File: config.mk
export PLATFORM = sky130hd
export DESIGN_NAME = dfs_graph_traversal
export DESIGN_NICKNAME = d
export VERILOG_FILES = /design/src/dfs_pkg.sv /design/src/dfs_graph_traversal.sv /design/src/dfs_ram.sv
export SDC_FILE = /design/constraint.sdc
export NUM_CORES = 2
export LEC_CHECK = 0
export ABC_CLOCK_PERIOD_IN_PS = 7300
export BUFFER_PORTS_ARGS = -buffer_cell sky130_fd_sc_hd__buf_2
export CAP_MARGIN = 20
export CORE_ASPECT_RATIO = 0.7
export CORE_MARGIN = 1.5
export CORE_UTILIZATION = 55
export CTS_BUF_LIST = sky130_fd_sc_hd__clkbuf_4 sky130_fd_sc_hd__clkbuf_8 sky130_fd_sc_hd__clkbuf_16
export DETAILED_ROUTE_END_ITERATION = 8
export GPL_TIMING_DRIVEN = 0
export PLACE_DENSITY = 0.77
export SYNTH_ARGS = -nofsm -noshare
export SYNTH_HDL_FRONTEND = slang
export SYNTH_SLANG_ARGS = --single-unit
File: constraint.sdc
create_clock -name clk -period 7.3 [get_ports clk]
set_input_delay 0.73 -clock clk [delete_from_list [all_inputs] [get_ports clk]]
set_output_delay 0.73 -clock clk [all_outputs]
set_load 0.01 [all_outputs]
File: src/dfs_pkg.sv
// ----------------------------------------------------------------------------
// dfs_pkg
// Shared sizes, status codes and operation codes for the graph traversal block.
// ----------------------------------------------------------------------------
package dfs_pkg;

    // Store sizes
    localparam int MAX_VERTICES = 32;
    localparam int MAX_EDGES    = 128;
    localparam int STACK_DEPTH  = 256;

    // Field widths fixed by the item format
    localparam int VID_W    = 5;
    localparam int VCNT_W   = 6;
    localparam int STATUS_W = 2;
    localparam int IN_DATA_W  = 16;
    localparam int OUT_DATA_W = 8;

    // Derived sizes
    localparam int VERTEX_LIMIT = (MAX_VERTICES < (1 << VID_W)) ? MAX_VERTICES : (1 << VID_W);
    localparam int MARK_CNT     = 1 << VID_W;
    localparam int EDGE_AW      = $clog2(MAX_EDGES);
    localparam int ECNT_W       = $clog2(MAX_EDGES + 1);
    localparam int EDGE_W       = 2 * VID_W;
    localparam int STACK_AW     = $clog2(STACK_DEPTH);
    localparam int LEVEL_W      = $clog2(STACK_DEPTH + 1);

    // Operation codes
    localparam logic OP_ADD_EDGE = 1'b0;
    localparam logic OP_TRAVERSE = 1'b1;

    // Result status codes
    localparam logic [STATUS_W-1:0] ST_OK       = 2'd0;
    localparam logic [STATUS_W-1:0] ST_FULL     = 2'd1;
    localparam logic [STATUS_W-1:0] ST_RANGE    = 2'd2;
    localparam logic [STATUS_W-1:0] ST_OVERFLOW = 2'd3;

endpackage

File: src/dfs_graph_traversal.sv
// ----------------------------------------------------------------------------
// dfs_graph_traversal
// Directed edge store with an iterative depth-first walk over all vertices.
// ----------------------------------------------------------------------------
//  channel   direction  handshake              payload
//  s_axis    in         tvalid/tready          tuser=op, tdata=src,dst
//  m_axis    out        tvalid/tready, tlast   tdata=vertex, tuser=status
//  cfg       in         valid/ready            data=vertex_count
//
//  Add edge: a new transaction is accepted while the output register drains.
//  Traverse: each root is skipped or started, each stack pop runs through
//  pop, read and visit, and each visit scans the whole edge store, so the
//  edge memory read port sets the walk time.
//  Results are held one deep so the final one can carry tlast and status.
//  rst_n clears counters and marks at once; the memories need no clearing.
//  Input is taken only in the idle state with the output register free.
// ----------------------------------------------------------------------------
module dfs_graph_traversal (
    input  logic                               clk,
    input  logic                               rst_n,
    input  logic                               s_axis_tvalid,
    output logic                               s_axis_tready,
    input  logic [dfs_pkg::IN_DATA_W-1:0]      s_axis_tdata,   // [4:0] src_vertex, [9:5] dst_vertex
    input  logic                               s_axis_tuser,   // [0] op
    output logic                               m_axis_tvalid,
    input  logic                               m_axis_tready,
    output logic [dfs_pkg::OUT_DATA_W-1:0]     m_axis_tdata,   // [4:0] vertex
    output logic                               m_axis_tlast,
    output logic [dfs_pkg::STATUS_W-1:0]       m_axis_tuser,   // [1:0] status
    input  logic                               cfg_valid,
    output logic                               cfg_ready,
    input  logic [dfs_pkg::VCNT_W-1:0]         cfg_data
);

    localparam logic [2:0] S_IDLE    = 3'd0;
    localparam logic [2:0] S_ROOT    = 3'd1;
    localparam logic [2:0] S_POP     = 3'd2;
    localparam logic [2:0] S_POPWAIT = 3'd3;
    localparam logic [2:0] S_VISIT   = 3'd4;
    localparam logic [2:0] S_SCAN    = 3'd5;
    localparam logic [2:0] S_FINISH  = 3'd6;

    localparam logic [dfs_pkg::VCNT_W-1:0] RESET_COUNT =
        dfs_pkg::VCNT_W'(dfs_pkg::VERTEX_LIMIT);

    // Control state
    logic [2:0]                    state_reg, state_next;
    logic [dfs_pkg::VCNT_W-1:0]    vcount_reg, vcount_next;
    logic [dfs_pkg::ECNT_W-1:0]    edge_total_reg, edge_total_next;
    logic [dfs_pkg::LEVEL_W-1:0]   level_reg, level_next;
    logic [dfs_pkg::VCNT_W-1:0]    root_reg, root_next;
    logic [dfs_pkg::ECNT_W-1:0]    scan_reg, scan_next;
    logic                          rvalid_reg, rvalid_next;
    logic [dfs_pkg::MARK_CNT-1:0]  visited_reg, visited_next;
    logic                          ovf_reg, ovf_next;
    logic                          pend_valid_reg, pend_valid_next;
    logic                          out_valid_reg, out_valid_next;

    // Payload state
    logic [dfs_pkg::VID_W-1:0]     v_reg, v_next;
    logic [dfs_pkg::VID_W-1:0]     pend_vertex_reg, pend_vertex_next;
    logic [dfs_pkg::VID_W-1:0]     out_vertex_reg, out_vertex_next;
    logic                          out_last_reg, out_last_next;
    logic [dfs_pkg::STATUS_W-1:0]  out_status_reg, out_status_next;

    // Datapath
    logic                          out_free;
    logic                          in_fire;
    logic                          in_op;
    logic [dfs_pkg::VID_W-1:0]     in_src, in_dst;
    logic                          edge_we;
    logic [dfs_pkg::EDGE_W-1:0]    edge_rdata;
    logic [dfs_pkg::VID_W-1:0]     e_src, e_dst;
    logic                          issue;
    logic                          hit;
    logic                          room;
    logic                          push;
    logic [dfs_pkg::LEVEL_W-1:0]   lvl_dec;
    logic [dfs_pkg::VID_W-1:0]     stack_rdata;

    assign in_op  = s_axis_tuser;
    assign in_src = s_axis_tdata[dfs_pkg::VID_W-1:0];
    assign in_dst = s_axis_tdata[2*dfs_pkg::VID_W-1:dfs_pkg::VID_W];

    assign out_free      = !out_valid_reg || m_axis_tready;
    assign s_axis_tready = (state_reg == S_IDLE) && out_free;
    assign in_fire       = s_axis_tvalid && s_axis_tready;
    assign cfg_ready     = 1'b1;

    assign m_axis_tvalid = out_valid_reg;
    assign m_axis_tdata  = dfs_pkg::OUT_DATA_W'(out_vertex_reg);
    assign m_axis_tlast  = out_last_reg;
    assign m_axis_tuser  = out_status_reg;

    // Edge scan: decode the word read last cycle
    assign e_src   = edge_rdata[2*dfs_pkg::VID_W-1:dfs_pkg::VID_W];
    assign e_dst   = edge_rdata[dfs_pkg::VID_W-1:0];
    assign issue   = scan_reg < edge_total_reg;
    assign hit     = (state_reg == S_SCAN) && rvalid_reg && (e_src == v_reg)
                     && ({1'b0, e_dst} < vcount_reg) && !visited_reg[e_dst];
    assign room    = level_reg < dfs_pkg::LEVEL_W'(dfs_pkg::STACK_DEPTH);
    assign push    = hit && room;
    assign lvl_dec = level_reg - dfs_pkg::LEVEL_W'(1);

    dfs_ram #(
        .WIDTH (dfs_pkg::EDGE_W),
        .DEPTH (dfs_pkg::MAX_EDGES)
    ) u_edge_ram (
        .clk   (clk),
        .we    (edge_we),
        .waddr (edge_total_reg[dfs_pkg::EDGE_AW-1:0]),
        .wdata ({in_src, in_dst}),
        .raddr (scan_reg[dfs_pkg::EDGE_AW-1:0]),
        .rdata (edge_rdata)
    );

    dfs_ram #(
        .WIDTH (dfs_pkg::VID_W),
        .DEPTH (dfs_pkg::STACK_DEPTH)
    ) u_stack_ram (
        .clk   (clk),
        .we    (push),
        .waddr (level_reg[dfs_pkg::STACK_AW-1:0]),
        .wdata (e_dst),
        .raddr (lvl_dec[dfs_pkg::STACK_AW-1:0]),
        .rdata (stack_rdata)
    );

    // Sequencer and result staging
    always_comb
    begin
        state_next       = state_reg;
        vcount_next      = vcount_reg;
        edge_total_next  = edge_total_reg;
        level_next       = level_reg;
        root_next        = root_reg;
        scan_next        = scan_reg;
        rvalid_next      = 1'b0;
        visited_next     = visited_reg;
        ovf_next         = ovf_reg;
        pend_valid_next  = pend_valid_reg;
        pend_vertex_next = pend_vertex_reg;
        v_next           = v_reg;
        out_vertex_next  = out_vertex_reg;
        out_last_next    = out_last_reg;
        out_status_next  = out_status_reg;
        out_valid_next   = out_valid_reg && !m_axis_tready;
        edge_we          = 1'b0;

        // Take a new vertex count, saturated to the vertex id range
        if (cfg_valid)
        begin
            vcount_next = (cfg_data > RESET_COUNT) ? RESET_COUNT : cfg_data;
        end

        unique case (state_reg)
            S_IDLE:
            begin
                if (in_fire)
                begin
                    if (in_op == dfs_pkg::OP_ADD_EDGE)
                    begin
                        out_valid_next  = 1'b1;
                        out_vertex_next = '0;
                        out_last_next   = 1'b1;
                        if (({1'b0, in_src} >= vcount_reg) || ({1'b0, in_dst} >= vcount_reg))
                        begin
                            out_status_next = dfs_pkg::ST_RANGE;
                        end
                        else if (edge_total_reg == dfs_pkg::ECNT_W'(dfs_pkg::MAX_EDGES))
                        begin
                            out_status_next = dfs_pkg::ST_FULL;
                        end
                        else
                        begin
                            out_status_next = dfs_pkg::ST_OK;
                            edge_we         = 1'b1;
                            edge_total_next = edge_total_reg + dfs_pkg::ECNT_W'(1);
                        end
                    end
                    else if (vcount_reg == '0)
                    begin
                        out_valid_next  = 1'b1;
                        out_vertex_next = '0;
                        out_last_next   = 1'b1;
                        out_status_next = dfs_pkg::ST_RANGE;
                    end
                    else
                    begin
                        visited_next    = '0;
                        level_next      = '0;
                        root_next       = '0;
                        ovf_next        = 1'b0;
                        pend_valid_next = 1'b0;
                        state_next      = S_ROOT;
                    end
                end
            end

            S_ROOT:
            begin
                if (root_reg >= vcount_reg)
                begin
                    state_next = S_FINISH;
                end
                else if (visited_reg[root_reg[dfs_pkg::VID_W-1:0]])
                begin
                    root_next = root_reg + dfs_pkg::VCNT_W'(1);
                end
                else
                begin
                    // Pushing the root and popping it right away: go straight to visit
                    v_next     = root_reg[dfs_pkg::VID_W-1:0];
                    state_next = S_VISIT;
                end
            end

            S_POP:
            begin
                if (level_reg == '0)
                begin
                    root_next  = root_reg + dfs_pkg::VCNT_W'(1);
                    state_next = S_ROOT;
                end
                else
                begin
                    level_next = lvl_dec;
                    state_next = S_POPWAIT;
                end
            end

            S_POPWAIT:
            begin
                v_next     = stack_rdata;
                state_next = S_VISIT;
            end

            S_VISIT:
            begin
                if (visited_reg[v_reg])
                begin
                    scan_next  = '0;
                    state_next = S_SCAN;
                end
                else if (!pend_valid_reg || out_free)
                begin
                    // Release the held result, hold this one
                    if (pend_valid_reg)
                    begin
                        out_valid_next  = 1'b1;
                        out_vertex_next = pend_vertex_reg;
                        out_last_next   = 1'b0;
                        out_status_next = dfs_pkg::ST_OK;
                    end
                    pend_valid_next       = 1'b1;
                    pend_vertex_next      = v_reg;
                    visited_next[v_reg]   = 1'b1;
                    scan_next             = '0;
                    state_next            = S_SCAN;
                end
            end

            S_SCAN:
            begin
                if (issue)
                begin
                    scan_next   = scan_reg + dfs_pkg::ECNT_W'(1);
                    rvalid_next = 1'b1;
                end
                else if (!rvalid_reg)
                begin
                    state_next = S_POP;
                end
                if (push)
                begin
                    level_next = level_reg + dfs_pkg::LEVEL_W'(1);
                end
                if (hit && !room)
                begin
                    ovf_next = 1'b1;
                end
            end

            S_FINISH:
            begin
                if (out_free)
                begin
                    out_valid_next  = 1'b1;
                    out_vertex_next = pend_vertex_reg;
                    out_last_next   = 1'b1;
                    out_status_next = ovf_reg ? dfs_pkg::ST_OVERFLOW : dfs_pkg::ST_OK;
                    pend_valid_next = 1'b0;
                    level_next      = '0;
                    state_next      = S_IDLE;
                end
            end

            default:
            begin
                state_next = S_IDLE;
            end
        endcase
    end

    // Control registers
    always_ff @(posedge clk or negedge rst_n)
    begin
        if (!rst_n)
        begin
            state_reg      <= S_IDLE;
            vcount_reg     <= RESET_COUNT;
            edge_total_reg <= '0;
            level_reg      <= '0;
            root_reg       <= '0;
            scan_reg       <= '0;
            rvalid_reg     <= 1'b0;
            visited_reg    <= '0;
            ovf_reg        <= 1'b0;
            pend_valid_reg <= 1'b0;
            out_valid_reg  <= 1'b0;
        end
        else
        begin
            state_reg      <= state_next;
            vcount_reg     <= vcount_next;
            edge_total_reg <= edge_total_next;
            level_reg      <= level_next;
            root_reg       <= root_next;
            scan_reg       <= scan_next;
            rvalid_reg     <= rvalid_next;
            visited_reg    <= visited_next;
            ovf_reg        <= ovf_next;
            pend_valid_reg <= pend_valid_next;
            out_valid_reg  <= out_valid_next;
        end
    end

    // Payload registers
    always_ff @(posedge clk)
    begin
        v_reg           <= v_next;
        pend_vertex_reg <= pend_vertex_next;
        out_vertex_reg  <= out_vertex_next;
        out_last_reg    <= out_last_next;
        out_status_reg  <= out_status_next;
    end

endmodule

File: src/dfs_ram.sv
// ----------------------------------------------------------------------------
// dfs_ram
// Simple dual-port RAM: one write port, one read port with registered data.
// ----------------------------------------------------------------------------
module dfs_ram #(
    parameter int WIDTH = 8,
    parameter int DEPTH = 16
) (
    input  logic                     clk,
    input  logic                     we,
    input  logic [$clog2(DEPTH)-1:0] waddr,
    input  logic [WIDTH-1:0]         wdata,
    input  logic [$clog2(DEPTH)-1:0] raddr,
    output logic [WIDTH-1:0]         rdata
);

    logic [WIDTH-1:0] mem [DEPTH];

    // Write and registered read
    always_ff @(posedge clk)
    begin
        if (we)
        begin
            mem[waddr] <= wdata;
        end
        rdata <= mem[raddr];
    end

endmodule

==> results.txt <==
The average instance in the mapped netlist occupies 20.9 um^2. The routed wire length per instance is 35.2 um. For this configuration, the core starts out at a cell density of 0.554. The area of the core came out at 191000 um^2. The worst pin sits at a relative slew slack of 0.148. The number of DRC violations after detailed-routing iteration 0 is 10700. The worst setup path is captured at a register.

The share of the clock period used by the worst path after layout is 0.982. Among all stages on the critical path, the largest delay is contributed by sky130_fd_sc_hd__clkbuf_1. The post-synthesis sequential area ratio is 0.754. In the layout the commonest cells are 2578 x sky130_fd_sc_hd__edfxtp_1, 776 x sky130_fd_sc_hd__mux4_2, 386 x sky130_fd_sc_hd__nor2_1, 231 x sky130_fd_sc_hd__clkbuf_16, 177 x sky130_fd_sc_hd__nand2_1. The aggregate global-route resource usage came out at 0.294.

The clock drives 2669 sinks. The count of warnings emitted by yosys is 0. Of all cell types, the one taking the most synthesized area is sky130_fd_sc_hd__edfxtp_1. In the final layout, the share of cells above drive strength 1 is 0.282. The run finished, with violations left. By area, the combinational part of the netlist is dominated by multiplexers. The critical path class is reg2reg. The count of port buffers added during placement is 31.

The per-cell via count in the routed design is 6.96. The remaining global-route overflow came out at 0. The clock-pin transition on the worst setup and hold timing paths is 0.07 ns. Synthesis inferred 2669 register bits. After clock tree synthesis, the repair step resized 0 gates.

Ranked by total cell area, the synthesized netlist is headed by sky130_fd_sc_hd__edfxtp_1 73%, sky130_fd_sc_hd__mux4_2 17%, sky130_fd_sc_hd__dfrtp_1 1.8%. The die width is 527 um. The via count of the first global-routing pass is 54700.

The number of enable-type register cells in the synthesized netlist came out at 2578. In this run the cell area measured after placement is 111000 um^2. Setup repair after global routing left no endpoint under its margin. The most critical setup path has its startpoint at level_reg[0].

The pin count of the biggest net entering global routing is 101. Setup violations remaining at the end of the flow were counted as 0. The proportion of netlist area held by the largest area contributor came out at 0.733.

The leakage dissipation came out at 36.8 nW. Leaving out fill and tap cells, the most frequent cell in the layout is sky130_fd_sc_hd__edfxtp_1. The stage delay of the slowest cell on the critical path is 0.81 ns. The final count of hold timing violations is 0. The clock latency on the worst-skew pair came out at 0.92 ns. The depth of the CTS H-tree came out at 4. After synthesis, the share of flip-flops with an asynchronous set or reset is 0.0285. The reported max-cap violation count came out at 0.

The count of cell types in the netlist came out at 72. The hold buffer count at CTS came out at 1. The final antenna-violating net count is 0. Among the stages of the critical path, the cell type that occurs most often is sky130_fd_sc_hd__buf_4. The number of non-filler instances in the completed layout is 8114.

The count of pins over their slew limit was 0. Clock skew on the completed layout was measured at 0.0885 ns. The post-route total power is 30.5 mW. IR analysis of the VDD net gives a maximum drop of 0.278 mV. The setup total negative slack came out at 0 ns.

The total die area is 195000 um^2. The maximum count of clock buffers along a single path is 3. The cell area power density came out at 257 nW/um^2. The number of antenna violations at the first check in global routing came out at 18. The CTS buffer count came out at 230. In this run the count of I/O pins placed on the die edge is 42. The number of optimization iterations in the first detailed-route pass came out at 9.

TritonCTS built the clock tree. The startpoint identified for the worst register-to-register timing path is level_reg[0]. The worst hold path begins at cfg_data[5].

The finished cells cover 119000 um^2. The worst register-to-register path has a depth of 16. The area growth from synthesis to layout is 12.3%. The number of cells on the worst hold path came out at 3. Of the total synthesized cell area, the portion taken by full adders, half adders and majority gates is 0.00426. The count of nets after finishing came out at 5453. The worst-path maximum fanout is 10. The instance count of the mapped netlist is 5043. At the pin with the least slew margin, the transition time is 1.28 ns. The synthesized netlist occupies a cell area of 106000 um^2. The leading register cell type out of synthesis is sky130_fd_sc_hd__edfxtp_1. The final HPWL from detailed placement is 186 mm. Data on the critical path is required at its endpoint by 7.93 ns. The total via count after detailed routing is 56500. The number of setup buffers added after CTS came out at 0. Wires add up to 286 mm. Data arrives at the worst endpoint at 7.80 ns. The final reports fail on DRC. The xor/xnor cell area share of the yosys netlist came out at 0.00223. The floorplan has 134 rows. In the routed design, unresolved DRC markers number 104.

The portion of synthesized area spent on multiplexers is 0.172. The tree is rooted in a sky130_fd_sc_hd__clkbuf_16. The routability-driven placement congestion ratio is 0.967. The signal on the critical path passes through buf_4, buf_4, buf_4, buf_2, buf_4, inv_1, ha_1, buf_2, clkbuf_1, clkbuf_1, mux4_2, mux4_2, nor2_1, a311oi_1, nand4_1, o2bb2ai_1. The minimum clock period is 7.17 ns. The placed instance count came out at 7663. The path class of the tightest hold or removal check is in2reg. Based on the critical path, the design can be clocked at up to 0.140 GHz. The first global-routing pass estimated 403 mm of wire. STA classifies the critical path startpoint as a register. Of the total synthesized cell area, the portion taken by AND, OR, NAND and NOR gates is 0.0380. Measured on the finished design, the core utilization comes to 0.622.

The floorplan step set the die height to 370 um. The complex-gate fraction of the synthesized area came out at 0.0158.
==> per-stage QoR <==
stage	setup WS, ns	hold slack (ns)
floorplan	0.784	0.421
global placement	-3.72	0.435
detailed placement	0.623	0.440
CTS	0.536	0.177
global route	0.170	0.221
finish	0.133	0.212
==> worst max-delay path, delay by kind of cell, from the launching register on <==
kind / cells / cell delay (ns)
buf+inv: 9 / 3.70
simple gates: 2 / 1.00
compound gates: 2 / 0.41
fa+ha+maj: 1 / 0.30
flops: 1 / 0.42
mux: 2 / 1.06
==> synthesized netlist by cell type, types with 25 or more instances <==
library cell and n:
sky130_fd_sc_hd__a21oi_1 64, sky130_fd_sc_hd__clkbuf_1 144, sky130_fd_sc_hd__nand3_1 53, sky130_fd_sc_hd__mux2i_1 63, sky130_fd_sc_hd__edfxtp_1 2578, sky130_fd_sc_hd__mux4_2 776
sky130_fd_sc_hd__ha_1 36, sky130_fd_sc_hd__inv_1 25, sky130_fd_sc_hd__nor2_1 386, sky130_fd_sc_hd__a31oi_1 33, sky130_fd_sc_hd__dfrtp_1 75, sky130_fd_sc_hd__o21ai_0 30
sky130_fd_sc_hd__nor3_1 128, sky130_fd_sc_hd__buf_2 105, sky130_fd_sc_hd__nand2_1 177, sky130_fd_sc_hd__buf_1 30
==> area by class of cell <==
cell class              count  area [um^2]
plain buffers             300         1360
repair buffers            112         1580
clock buffers             299         6370
fillers                 12400        72100
inverters                  25         93.8
well taps                2516         3150
flip-flops and latches   2669        79600
multi-input cells        2051        25200
clock inverters           130         1280
diodes                     12         30.0
==> cells by family (layout without fill, tap and decap cells) <==
family,after synthesis,in the layout
other cells,2,16
buf+inv,325,866
fa+ha+maj,36,36
simple gates,890,890
flops,2669,2669
compound gates,246,246
xor+xnor,26,26
mux,849,849
==> metal layers <==
metal  global-route usage  routed length (um)
met1                0.435              107000
met2                0.400              121000
met3                0.123               48300
met4               0.0852                9810
met5               0.0111                 343
==> final timing paths <==
kind,slack (ns),end
worst max-delay path,0.13,u_stack_ram.rdata[4]
min in group asynchronous,0.48,visited_reg[2]
worst min register to register,0.40,pend_vertex_reg[4]
worst max register to register,0.13,u_stack_ram.rdata[4]
max in group asynchronous,6.15,visited_reg[8]
worst min-delay path,0.21,vcount_reg[5]
==> where the power goes <==
group / internal [mW] / leakage [nW] / total [mW] / switching [mW]
clock: 6.70 / 3.79 / 12.4 / 5.65
combinational: 0.527 / 8.80 / 1.50 / 0.973
sequential: 16.7 / 24.3 / 16.7 / 0.0112
Power figures use the tool's default switching activity.
